===== config.mk =====
export PLATFORM = sky130hd
export DESIGN_NAME = pru_fifo
export DESIGN_NICKNAME = d
export VERILOG_FILES = /design/src/hw/rtl/pru_pkg.sv /design/src/hw/rtl/pru_fifo.sv
export SDC_FILE = /design/constraint.sdc
export NUM_CORES = 1
export LEC_CHECK = 0
export ABC_AREA = 1
export BUFFER_PORTS_ARGS = -buffer_cell sky130_fd_sc_hd__clkbuf_2
export CAP_MARGIN = 20
export CORE_MARGIN = 5
export CORE_UTILIZATION = 40
export DETAILED_ROUTE_END_ITERATION = 10
export PLACE_DENSITY = 0.58
export SETUP_SLACK_MARGIN = 0.15
export SYNTH_ARGS = -nofsm -noshare
export SYNTH_HDL_FRONTEND = slang
export SYNTH_SLANG_ARGS = --single-unit

===== constraint.sdc =====
create_clock -name clock -period 2.5 [get_ports clock]
set_clock_uncertainty 0.15 [all_clocks]
set_input_delay 0.5 -clock clock [delete_from_list [all_inputs] [get_ports clock]]
set_output_delay 0.5 -clock clock [all_outputs]
set_load 0.05 [all_outputs]

===== src/hw/rtl/pru_pkg.sv =====
// ---------------------------------------------------------------------------
// pru_pkg: shared types and constants of the pixel replicate upscaler
// widths, codes and the command passed from front end to back end
// ---------------------------------------------------------------------------
package pru_pkg;

   localparam int WIDTH_MAX   = 2048;
   localparam int MAX_SCALE   = 8;

   localparam int COL_W       = $clog2(WIDTH_MAX);
   localparam int WIDTH_W     = 12;
   localparam int SCALE_W     = 4;
   localparam int REPLAY_W    = 3;
   localparam int PAD_W       = 2;
   localparam int PIXEL_W     = 24;

   localparam int FIFO_DEPTH  = 4;
   localparam int FIFO_PTR_W  = $clog2(FIFO_DEPTH);
   localparam int FIFO_LVL_W  = $clog2(FIFO_DEPTH + 1);

   localparam int CSR_INDEX_W = 1;
   localparam int CSR_DATA_W  = 12;

   // input item kinds
   localparam logic OP_PIXEL = 1'b0;
   localparam logic OP_TICK  = 1'b1;

   // register indexes
   localparam logic [CSR_INDEX_W-1:0] CSR_SCALE = 1'b0;
   localparam logic [CSR_INDEX_W-1:0] CSR_WIDTH = 1'b1;

   typedef struct packed {
      logic [7:0] red;
      logic [7:0] green;
      logic [7:0] blue;
   } pixel_type;

   // one command: a pixel to be sent out count times
   typedef struct packed {
      logic                 at_end;
      logic [PAD_W-1:0]     pad;
      logic [SCALE_W-1:0]   count;
      pixel_type            pixel;
   } entry_type;

   typedef struct packed {
      logic [SCALE_W-1:0] scale;
      logic [WIDTH_W-1:0] width;
   } config_type;

endpackage


===== src/hw/rtl/pru_fifo.sv =====
// ---------------------------------------------------------------------------
// pru_fifo: short command queue
// decouples the input side from the copy engine
// ---------------------------------------------------------------------------
module pru_fifo
   import pru_pkg::*;
(
   input  logic                  clock,
   input  logic                  reset,
   input  logic                  push,
   input  entry_type             push_entry,
   input  logic                  pop,
   output entry_type             head,
   output logic                  not_empty,
   output logic [FIFO_LVL_W-1:0] level
);

   entry_type               slot_ff [FIFO_DEPTH];
   logic [FIFO_PTR_W-1:0]   wr_ptr_ff, wr_ptr_in;
   logic [FIFO_PTR_W-1:0]   rd_ptr_ff, rd_ptr_in;
   logic [FIFO_LVL_W-1:0]   level_ff, level_in;

   // pointer and fill level update
   always_comb begin
      wr_ptr_in = push ? wr_ptr_ff + FIFO_PTR_W'(1) : wr_ptr_ff;
      rd_ptr_in = pop  ? rd_ptr_ff + FIFO_PTR_W'(1) : rd_ptr_ff;
      level_in  = level_ff;
      if (push && !pop) begin
         level_in = level_ff + FIFO_LVL_W'(1);
      end else if (pop && !push) begin
         level_in = level_ff - FIFO_LVL_W'(1);
      end
   end

   always_ff @(posedge clock) begin
      if (reset) begin
         wr_ptr_ff <= '0;
         rd_ptr_ff <= '0;
         level_ff  <= '0;
      end else begin
         wr_ptr_ff <= wr_ptr_in;
         rd_ptr_ff <= rd_ptr_in;
         level_ff  <= level_in;
      end
   end

   // storage
   always_ff @(posedge clock) begin
      if (push) begin
         slot_ff[wr_ptr_ff] <= push_entry;
      end
   end

   assign head      = slot_ff[rd_ptr_ff];
   assign not_empty = level_ff != '0;
   assign level     = level_ff;

endmodule


# Word-level counts from Yosys, hierarchy flattened
# Memories as Yosys holds them, arrays and structs flattened. A register that Yosys moved wholly into a read port is not among the register bits.
# Cells that the tools add are included.
# Widths: inputs -> output; s select.
dict set report totals {
  reg_bits 7
  latch_bits 0
  ram_bits 124
  rom_bits 0
  inputBits 35
  word_cells 20
  n_memories 1
}
dict set report op_classes {
  addsub 4
  n_mul 0
  div 0
  n_lt_le_gt_ge 0
  n_eq_ne 0
  n_shift 0
  muxes 6
  bitwise_logic 0
  n_reduce_logical 6
}
# name words width read_ports rd_clocked_by_memory_dff wr line
set memory_table {}
lappend memory_table {slot_ff 4 31 1 1 1 pru_fifo.sv:18} ;# entry_type slot_ff [FIFO_DEPTH];
# operator count
set ops {}
lappend ops {{$mux 3} 2}
lappend ops {{$add 2x1->2 const B} 2}
lappend ops {{$mux 2} 2}
lappend ops {{$add 3x1->3 const B} 1}
lappend ops {{$reduce_bool 3->1} 1}
lappend ops {{$sub 3x1->3 const B} 1}
lappend ops {{$logic_and 1x1->1} 2}
lappend ops {{$logic_not 1->1} 2}
lappend ops {{$mux 1} 2}
lappend ops {{$reduce_bool 2->1} 1}

# Logic depth before layout (Yosys ltp)
dict set report logic_depth {
  word_depth 4
  ltp_mapped 10
}

# Least setup slack after synthesis
# OpenSTA, ideal clock, no wires.
dict set report synth_path {
  kind {reg2out}
  from {register with a tool-made name}
  to {output head[0] in the netlist's numbering}
  t_arrival_ns 1.441
  required_ns 1.850
  path_slack_ns 0.409
  path_stages_with_launch 6
  path_buffers 2
  path_cell_list {dfxtp_1 > buf_6 > inv_8 > buf_6 > o21ai_1 > o22ai_1}
}
# element line
set synth_lines {}
lappend synth_lines {{to (decl)} pru_fifo.sv:13} ;# output entry_type head,

==> results.py <==
metrics = {
    "global_route": {
        "antenna_found_initial": 1,
        "grt_start_max_net_pins": 63,
        "grt_util_met1": 0.187,
        "met3_usage": 0.0470,
        "track_usage": 0.146,
        "grt_first_pass_wirelength_mm": 16.2,
        "busiest_layer": "met2",
        "grt_use_met2": 0.226,
        "grt_pass1_vias": 3117,
        "gr-total-overflow": 0,
    },
    "sta": {
        "drv_slew": 0,
        "relSlewSlack": 0.733,
        "finalCritPeriodShare": 0.913,
        "layout_setup_ws_ns": 0.218,
        "hold_viol": 0,
        "setup_viol": 0,
        "max_freq_mhz": 438,
        "worst_pin_slew_ns": 0.400,
        "fin_crit_ns": 2.28,
        "setup_tns_ns": 0,
        "rsz0062_at_grt": "yes",
    },
    "logic_synthesis": {
        "netlist_area_um2": 5080,
        "syn_inst": 358,
        "ys_seq_elements": 133,
        "syn_avg_cell_area_um2": 14.2,
        "yosysSeqAreaShare": 0.768,
        "syn_nets": 399,
        "yosys_warnings": 0,
        "synth_cell_types": 19,
    },
    "finish": {
        "final_cell_area_um2": 6380,
        "multi_input_area_um2": 975,
        "seq_area_um2": 3910,
        "final_cell_mix": "edfxtp_1, nor2_1, clkbuf_2",
        "final_common_cell": "edfxtp_1",
        "final_nets": 486,
        "num_antenna_cells": 0,
        "fillers": 1122,
        "syn_to_final_growth_pct": 25.6,
        "drive_above_1_share": 0.266,
        "fin_cells": 630,
    },
    "worst_setup_path": {
        "critPathKind": "flop to output pin",
        "critPathArrivalTime_ns": 1.63,
        "crit_path_end_kind": "output pin",
        "cp.required_ns": 1.85,
        "start_kind": "flop",
        "path_max_fanout": 12,
    },
    "worst_hold_path": {
        "hold_path.class": "input pin to flop",
    },
    "drt": {
        "detail_route.wl_per_cell_um": 16.1,
        "vias_per_cell": 4.87,
        "vias": 3071,
        "drtPass1Iterations": 6,
        "route.detailed.drc": 0,
        "drt-total-wl_mm": 10.2,
        "drt_iter0_drc": 248,
        "ant_nets": 0,
    },
    "outcome": {
        "status": "completed",
    },
    "flow_run": {
        "drv_cap": 0,
    },
    "placement": {
        "gp_congestion": 0.748,
        "dpl_cell_area_um2": 5610,
        "placed_cells": 595,
        "port_buffers": 69,
        "dp_slack_ns": 0.312,
        "hpwl_mm": 6.25,
    },
    "power_and_ir_drop": {
        "p_int_uw": 4320,
        "pwr-share-clk": 0.415,
        "power.density_nw_per_um2": 902,
        "p_leak_uw": 0.00237,
        "p_seq_frac": 0.448,
        "switching_share": 0.250,
        "p_switching_uw": 1440,
        "ir_drop_mv": 0.359,
        "comb_power_share": 0.137,
    },
    "clock_tree": {
        "cts_root_buffer": "clkbuf_16",
        "cts.sinks": 133,
        "clkLatencyLatePin_ns": 0.40,
        "cts_max_path_buffers": 2,
        "clkSlewWorstSetupHoldPaths_ns": 0.05,
        "cts_tree": "yes",
        "cts-buffers-inserted": 17,
        "htreeDepth": 4,
    },
    "floorplanning": {
        "fp.dieH_um": 123,
        "io_pins": 70,
        "dieArea_um2": 15100,
        "rows": 41,
        "core_region_area_um2": 12500,
        "start_util": 0.406,
        "die_x_um": 123,
    },
}
-- power groups by stage --
stage,sequential [uW],clock (uW),combinational [uW]
2_1_floorplan,2640,0,515
3_3_place_gp,2620,0,723
3_5_place_dp,2620,0,731
4_1_cts,2580,2450,781
5_1_grt,2590,2560,856
6_report,2580,2390,791
-- critical path, cell delays in order, from the launching register on --
cell	delay, ns
dfxtp_4	0.45
buf_4	0.22
o21ai_0	0.11
o22ai_1	0.17
clkbuf_4	0.26
-- cell usage after synthesis --
master	number	area [um2]
buf_6	10	113
nand4_1	1	6.26
nor2_1	69	259
buf_2	6	30.0
edfxtp_1	124	3720
ha_1	5	62.6
o22ai_1	31	194
buf_4	3	22.5
fa_1	1	20.0
nand2_1	10	37.5
xor2_1	1	8.76
o21ai_0	33	165
inv_8	1	11.3
dfxtp_1	9	180
a21oi_1	3	15.0
inv_2	1	3.75
o21ai_1	34	170
nand3_1	1	5.00
inv_1	15	56.3
-- final timing paths --
kind | to | slack, ns | startpoint | cells past startpoint
hold / removal | level[0]$_SDFFE_PP0P_ | 0.11 | reset | 2
setup / recovery | head[0] | 0.22 | flop | 4
setup reg to reg | slot_ff[3][2]$_DFFE_PP_ | 0.89 | wr_ptr_ff[0]$_SDFFE_PP0P_ | 4
hold reg to reg | flop | 0.29 | rd_ptr_ff[1]$_SDFFE_PP0P_ | 1
-- state kept, by name (all words and copies together) (netlist names), named ones only --
name	count
level	3
rd_ptr_ff	2
wr_ptr_ff	2
slot_ff	124
-- layout make-up --
cell class	count	area share
multi-input cells	189	0.153
clock buffers	20	0.0684
flip-flops and latches	133	0.613
repair buffers	87	0.0978
clock inverters	12	0.0214
well taps	172	0.0337
inverters	17	0.0133
-- cell families after synthesis --
group                      count (synthesis)  share of synthesized area
xor gates and xnor gates                   1                    0.00172
DFF                                      133                      0.768
buffers and inverters                     36                     0.0465
adders and majority gates                  6                     0.0162
and+or+nand+nor                           81                     0.0605
AOI/OAI and AO/OA                        101                      0.107
-- per-layer routing --
metal	vias to the layer above	wire (um)
li1	1499	-
met1	1483	4590
met2	76	4860
met3	11	579
met4	2	126
met5	-	15
-- per-stage QoR --
step	total power [uW]	util	hold slack [ns]
6_report	5760	0.510	0.115
5_1_grt	6000	0.510	0.0984
4_1_cts	5810	0.504	0.0901
3_5_place_dp	3350	0.448	0.288
3_3_place_gp	3340	0.448	0.287
2_1_floorplan	3150	-	0.262
-- repair_timing --
action | 4_1_cts | 5_1_grt
endpoints found under the hold margin | 0 | 0
pin swaps | 0 | 3
hold buffers | 0 | 0
gates resized for setup | 36 | 34
endpoints found under the setup margin | 31 | 30
buffers inserted | 0 | 3
Power figures use the tool's default switching activity.
