### src/hw/rtl/pru_pkg.sv
// ---------------------------------------------------------------------------
// pru_pkg: shared types and constants of the pixel replicate upscaler
// widths, codes and the command passed from front end to back end
// ---------------------------------------------------------------------------
package pru_pkg;

   localparam int WIDTH_MAX   = 2048;
   localparam int MAX_SCALE   = 8;

   localparam int COL_W       = $clog2(WIDTH_MAX);
   localparam int WIDTH_W     = 12;
   localparam int SCALE_W     = 4;
   localparam int REPLAY_W    = 3;
   localparam int PAD_W       = 2;
   localparam int PIXEL_W     = 24;

   localparam int FIFO_DEPTH  = 4;
   localparam int FIFO_PTR_W  = $clog2(FIFO_DEPTH);
   localparam int FIFO_LVL_W  = $clog2(FIFO_DEPTH + 1);

   localparam int CSR_INDEX_W = 1;
   localparam int CSR_DATA_W  = 12;

   // input item kinds
   localparam logic OP_PIXEL = 1'b0;
   localparam logic OP_TICK  = 1'b1;

   // register indexes
   localparam logic [CSR_INDEX_W-1:0] CSR_SCALE = 1'b0;
   localparam logic [CSR_INDEX_W-1:0] CSR_WIDTH = 1'b1;

   typedef struct packed {
      logic [7:0] red;
      logic [7:0] green;
      logic [7:0] blue;
   } pixel_type;

   // one command: a pixel to be sent out count times
   typedef struct packed {
      logic                 at_end;
      logic [PAD_W-1:0]     pad;
      logic [SCALE_W-1:0]   count;
      pixel_type            pixel;
   } entry_type;

   typedef struct packed {
      logic [SCALE_W-1:0] scale;
      logic [WIDTH_W-1:0] width;
   } config_type;

endpackage

### src/hw/rtl/pru_back.sv
// ---------------------------------------------------------------------------
// pru_back: copy engine
// sends each queued pixel out count times, marking row end and last copy
// ---------------------------------------------------------------------------
module pru_back
   import pru_pkg::*;
(
   input  logic                  clock,
   input  logic                  reset,
   input  entry_type             head,
   input  logic                  not_empty,
   output logic                  pop,
   output logic                  rsp_tvalid,
   input  logic                  rsp_tready,
   output logic [PIXEL_W-1:0]    rsp_tdata,   // blue, green, red
   output logic [PAD_W:0]        rsp_tuser,   // row_end, pad_bytes
   output logic                  rsp_tlast
);

   logic                 valid_ff, valid_in;
   entry_type            cur_ff;
   logic [SCALE_W-1:0]   copy_ff, copy_in;
   logic                 final_copy;
   logic                 moving;

   assign final_copy = (copy_ff + SCALE_W'(1)) == cur_ff.count;
   assign moving     = valid_ff && rsp_tready;

   // take the next command once the current one has gone out
   assign pop = not_empty && (!valid_ff || (moving && final_copy));

   always_comb begin
      valid_in = valid_ff;
      copy_in  = copy_ff;
      if (pop) begin
         valid_in = 1'b1;
         copy_in  = '0;
      end else if (moving) begin
         if (final_copy) begin
            valid_in = 1'b0;
         end else begin
            copy_in = copy_ff + SCALE_W'(1);
         end
      end
   end

   always_ff @(posedge clock) begin
      if (reset) begin
         valid_ff <= 1'b0;
         copy_ff  <= '0;
      end else begin
         valid_ff <= valid_in;
         copy_ff  <= copy_in;
      end
   end

   always_ff @(posedge clock) begin
      if (pop) begin
         cur_ff <= head;
      end
   end

   // result fields
   assign rsp_tvalid = valid_ff;
   assign rsp_tdata  = cur_ff.pixel;
   assign rsp_tlast  = final_copy;
   assign rsp_tuser  = (final_copy && cur_ff.at_end) ? {cur_ff.pad, 1'b1} : '0;

endmodule

### config.mk
export PLATFORM = sky130hd
export DESIGN_NAME = pru_back
export DESIGN_NICKNAME = d
export VERILOG_FILES = /design/src/hw/rtl/pru_pkg.sv /design/src/hw/rtl/pru_back.sv
export SDC_FILE = /design/constraint.sdc
export NUM_CORES = 1
export LEC_CHECK = 0
export ABC_AREA = 1
export BUFFER_PORTS_ARGS = -buffer_cell sky130_fd_sc_hd__buf_4
export CORE_MARGIN = 2
export CORE_UTILIZATION = 50
export DETAILED_ROUTE_END_ITERATION = 8
export PLACE_DENSITY = 0.9
export SKIP_LAST_GASP = 1
export SYNTH_ARGS = -nofsm -noshare
export SYNTH_HDL_FRONTEND = slang
export SYNTH_SLANG_ARGS = --single-unit
### constraint.sdc
create_clock -name clock -period 6.1 [get_ports clock]
set_input_delay 1.22 -clock clock [delete_from_list [all_inputs] [get_ports clock]]
set_output_delay 1.22 -clock clock [all_outputs]
set_load 0.005 [all_outputs]
# [Word-level counts from Yosys, hierarchy flattened]
# Index checks and enable logic that the tools add are counted.
[classes] n_addsub=1 n_reduce_logical=11 n_eq_ne=1 n_bitwise=1 muxes=4
[ops] op="4-bit by 1-bit adder with 4-bit output, second input constant" count=1
[ops] op="4-bit == test" count=1
[ops] op="1-bit logical AND" count=4
[ops] op="2-bit AND reduction" count=2
[ops] op="2-bit nonzero test" count=2
[ops] op="1-bit two-way mux" count=3
[ops] op="3-bit two-way mux" count=1
[ops] op="2-bit OR reduction" count=1
[ops] op="1-bit logical NOT" count=1
[ops] op="1-bit logical OR" count=1
[ops] op="1-bit inverter" count=1
[word_totals] output_inout_bits=30 inputBits=35 elab_cells=26 register_bits=36

# [Depth between registers and ports, before layout]
[depth] ltp_word=7 ltp_mapped=12

# [Worst setup path before layout]
# Ideal clock, no wire load.
[synth_path] path_kind="input to output" from="input port rsp_tready" to="output port pop" setup_slack_ps=2822 required_time_ps=4880 stages=4 t_arrival_ps=2058 path_buffers=0 cell_sequence="inv_1 nand2_1 nand3_2 inv_1"
[synth_via] elab_chain_cells=4
[synth_rtl] item="start, declared" line="pru_back.sv:14" text="input logic rsp_tready,"
[synth_rtl] item="1-bit logical AND" line="pru_back.sv:27" text="assign moving = valid_ff && rsp_tready;"
[synth_rtl] item="1-bit logical AND" line="pru_back.sv:30" text="assign pop = not_empty && (!valid_ff || (moving && final_copy));"
[synth_rtl] item="1-bit logical OR" line="pru_back.sv:30"
[synth_rtl] item="1-bit logical AND" line="pru_back.sv:30"
[synth_rtl] item="end, declared" line="pru_back.sv:12" text="output logic pop,"
# No other way between the ends.

# [Worst setup path in the final report]
[layout_path] from="register copy_ff[0]" to="output port pop"
[layout_via] elab_chain_cells=5
[layout_rtl] item="start, declared" line="pru_back.sv:22" text="logic [SCALE_W-1:0] copy_ff, copy_in;"
[layout_rtl] item="start signal, assigned" line="pru_back.sv:53" text="copy_ff <= copy_in;"
[layout_rtl] item="4-bit by 1-bit adder with 4-bit output" line="pru_back.sv:26" text="assign final_copy = (copy_ff + SCALE_W'(1)) == cur_ff.count;"
[layout_rtl] item="4-bit == test" line="pru_back.sv:26"
[layout_rtl] item="1-bit logical AND" line="pru_back.sv:30"
[layout_rtl] item="1-bit logical OR" line="pru_back.sv:30"
[layout_rtl] item="1-bit logical AND" line="pru_back.sv:30"
# No other way between the ends.

==> results summary <==
The run finished with clean final reports. The routability congestion estimate came out at between 0.6 and 0.7. Setup repair after global routing left no endpoint under its margin. The fraction of layout cells with a size suffix above 1 came out at 0.444.

The proportion of synthesized flip-flops having asynchronous set or reset is 0. The largest fanout on the critical path is 32. The number of buffers inserted by port buffering came out at 64. The die covers 3590 um2. Summed over all nets, the half-perimeter wirelength after detailed placement is 2.15 mm. In this run the remaining antenna-violating nets after routing total 0. The cell area after synthesis came out at 1560 um2. The number of antenna violations at the first check in global routing came to 0. The Yosys warning count is 0. The worst register-to-register path begins at copy_ff[0]. The source of the worst hold timing path is rsp_tvalid. TritonCTS built the clock tree. For this run, the post-layout net count is 216. The worst setup path is launched from a flop. The number of antenna cells inserted came out at 0.

The via count of the first global-routing pass is 1065. The worst setup path startpoint is copy_ff[0]. The unique cell type count in the Yosys netlist is 15. The fraction of the cycle the final worst path needs is 0.591.

The clock-pin slew on the worst setup and hold paths is ~100 ps. The root buffer cell chosen for the clock tree is clkbuf_4. The first detailed-routing pass ran for 4 iterations. The detailed-route vias per instance is between 4 and 5. Among all flip-flop cells after synthesis, the most frequent one is edfxtp_1.

Setup violations remaining at the end of the flow were counted as 0. The type of the setup path with the least slack is reg2out. Compared with the post-synthesis result, the final layout area differs by 25.2%. The transition time of the tightest slew-check pin is 398 ps. The max-slew violation count was 0. The buffers inserted during post-CTS setup optimization came out at 0. The number of storage elements in the synthesis netlist is 36. A synthesized cell averages roughly 12 um2. The placement-stage cell area came out at 1910 um2. The number of enable flip-flop cells after synthesis came out at 31.

The total overflow left after global routing is 0. At the placement stage, the worst setup path has a slack of ~2700 ps. The number of clock sinks came out at 36. The cell type of the slowest stage on the worst timing path is dfxtp_1. The most frequent cell on the critical path is buf_4.

Power comes to between 400 and 500 uW. The starting utilization of the core area came out at 0.520. Timing would allow up to 277 MHz. The total I/O pin count came out at 65. The relative max-transition margin is 0.735.

Including well taps, the total number of placed cells is 206. The detailed router's first-iteration violation count is 14. Max-cap violations in this run came to 0. The die extent in y is 59.9 um.

The finished layout holds 213 standard cells, fillers aside. The first global-routing pass estimated ~4.3 mm of wire. Data on the critical path is required at its endpoint by between 4000 and 5000 ps. The critical path goes through ha_1 -> nor2_1 -> o21ai_4 -> nor2_2 -> nand2_4 -> nand2_2 -> nand3_2 -> inv_1 -> buf_4 -> buf_4. The post-cts repair resize count came out at 0. Summed over all layers, the routed wires come to 2.72 mm. The leakage power total came out at 0.915 nW. The total non-filler cell area in the finished layout came out at just under 2000 um2. In this design, the stage delay of the slowest critical-path cell is 440 ps. The number of DRC violations after detailed routing came out at 0. The largest net degree at the start of global routing is 33. In this run the worst hold path is classified as reg2reg. The worst-case setup margin in the final layout came out at 2500 ps.

Dividing total power by cell area gives a power density of 232 nW/um2. The largest voltage drop on the vdd net is between 150 and 200 uV. The insertion delay to the later sink of the worst-skew pair is 320 ps. The floorplan die width is approximately 60 um. The floorplan has 20 rows. The core box area came out at 3000 um2. Of the synthesized area, sequential elements account for 0.660. The number of vias after detailed routing is 1021.

The maximum buffer depth of the clock tree came out at 2. The net count of the mapped netlist is approximately 170. The number of buffers created by CTS is 5. The number of H-tree levels came out at 2. The post-route clock skew is between 8 and 9 ps. The data arrival at the endpoint of the critical path is 2380 ps. The quantity of hold-fixing buffers added after cts came out at 0. The worst setup path is captured at a primary output.

The final critical-path required period came out at 3600 ps. The overall track demand over capacity in global routing is 0.167. The post-detailed-route wirelength per cell is 12.7 um. The total negative slack for setup checks is 0 ps.

The final-report hold violation count is 0. Synthesis produced a netlist whose cell count is 132.
[flip-flops by register name (all words and copies together), names as in the netlist]
signal and cells:
rsp_tdata 24, cur_ff 7, copy_ff 4, rsp_tvalid 1
[synth_stat cells (2+ instances only)]
cell,instances,area share
buf_4,24,0.12
dfxtp_1,5,0.064
edfxtp_1,31,0.60
inv_1,20,0.048
nand2_1,24,0.058
nand2_2,3,0.012
nand2_4,2,0.014
nand3_1,7,0.022
nand3_2,3,0.019
nand4_1,2,0.0080
nor2_1,7,0.017
[worst paths after layout]
check	cells past startpoint	endpoint	slack, ps
worst max-delay path	10	pop	2500
worst min-delay path	2	rsp_tvalid	570
worst max register to register	9	rsp_tdata[23]	3890
worst min register to register	2	rsp_tvalid	570
[through the flow]
step	hold slack, ps	util
final	568	0.652
after global routing	592	0.652
after CTS	568	0.652
after detailed placement	553	0.637
after global placement	514	0.637
after floorplan	511	-
[power by group]
part | leakage, nW | switching [mW] | total, mW | internal (mW)
Combinational | 0.556 | 0.0237 | 0.0548 | 0.0312
Sequential | 0.332 | 0.00527 | 0.289 | 0.283
Clock | 0.0261 | 0.0694 | 0.110 | 0.0402
[cell families (layout without fill, tap and decap cells)]
| family | Yosys count | in the layout | share of synthesized area |
|---|---|---|---|
| simple gates | 49 | 49 | 0.155 |
| buf+inv | 44 | 92 | 0.163 |
| compound gates | 2 | 2 | 0.0144 |
| flops | 36 | 36 | 0.660 |
| fa+ha+maj | 1 | 1 | 0.00801 |
[layout make-up]
| class | count | area (um2) |
|---|---|---|
| Fill cell | 218 | 1050 |
| Sequential cell | 36 | 1030 |
| Timing Repair Buffer | 65 | 488 |
| Multi-Input combinational cell | 52 | 277 |
| Inverter | 20 | 75.1 |
| Tap cell | 33 | 41.3 |
| Clock buffer | 5 | 37.5 |
| Clock inverter | 2 | 7.51 |
[worst max-delay path: cells and delay by family, from the launching register on]
family | cells | cell delay (ps)
AO/OA/AOI/OAI | 1 | 80
adder cells (fa/ha/maj) | 1 | 300
buffers and inverters | 3 | 600
flip-flops | 1 | 440
AND/OR/NAND/NOR | 5 | 620
[cells in the final DEF (no fill, tap or decap)]
cell type   n
a31oi_1     1
buf_4      65
clkbuf_4    5
clkinv_1    2
dfxtp_1     5
edfxtp_1   31
ha_1        1
inv_1      20
nand2_1    24
nand2_2     3
nand2_4     2
nand3_1     7
nand3_2     3
nand4_1     2
nor2_1      7
nor2_2      1
o21ai_4     1
[per-layer routing]
| layer | vias to the layer above | share of wire | track usage |
|---|---|---|---|
| li1 | 498 | - | - |
| met1 | 476 | 0.33 | 0.148 |
| met2 | 40 | 0.59 | 0.325 |
| met3 | 7 | 0.064 | 0.0758 |
| met4 | 0 | 0.016 | 0.0540 |
| met5 | - | 0 | 0 |
Note: power is estimated with default switching activity, not from simulation.
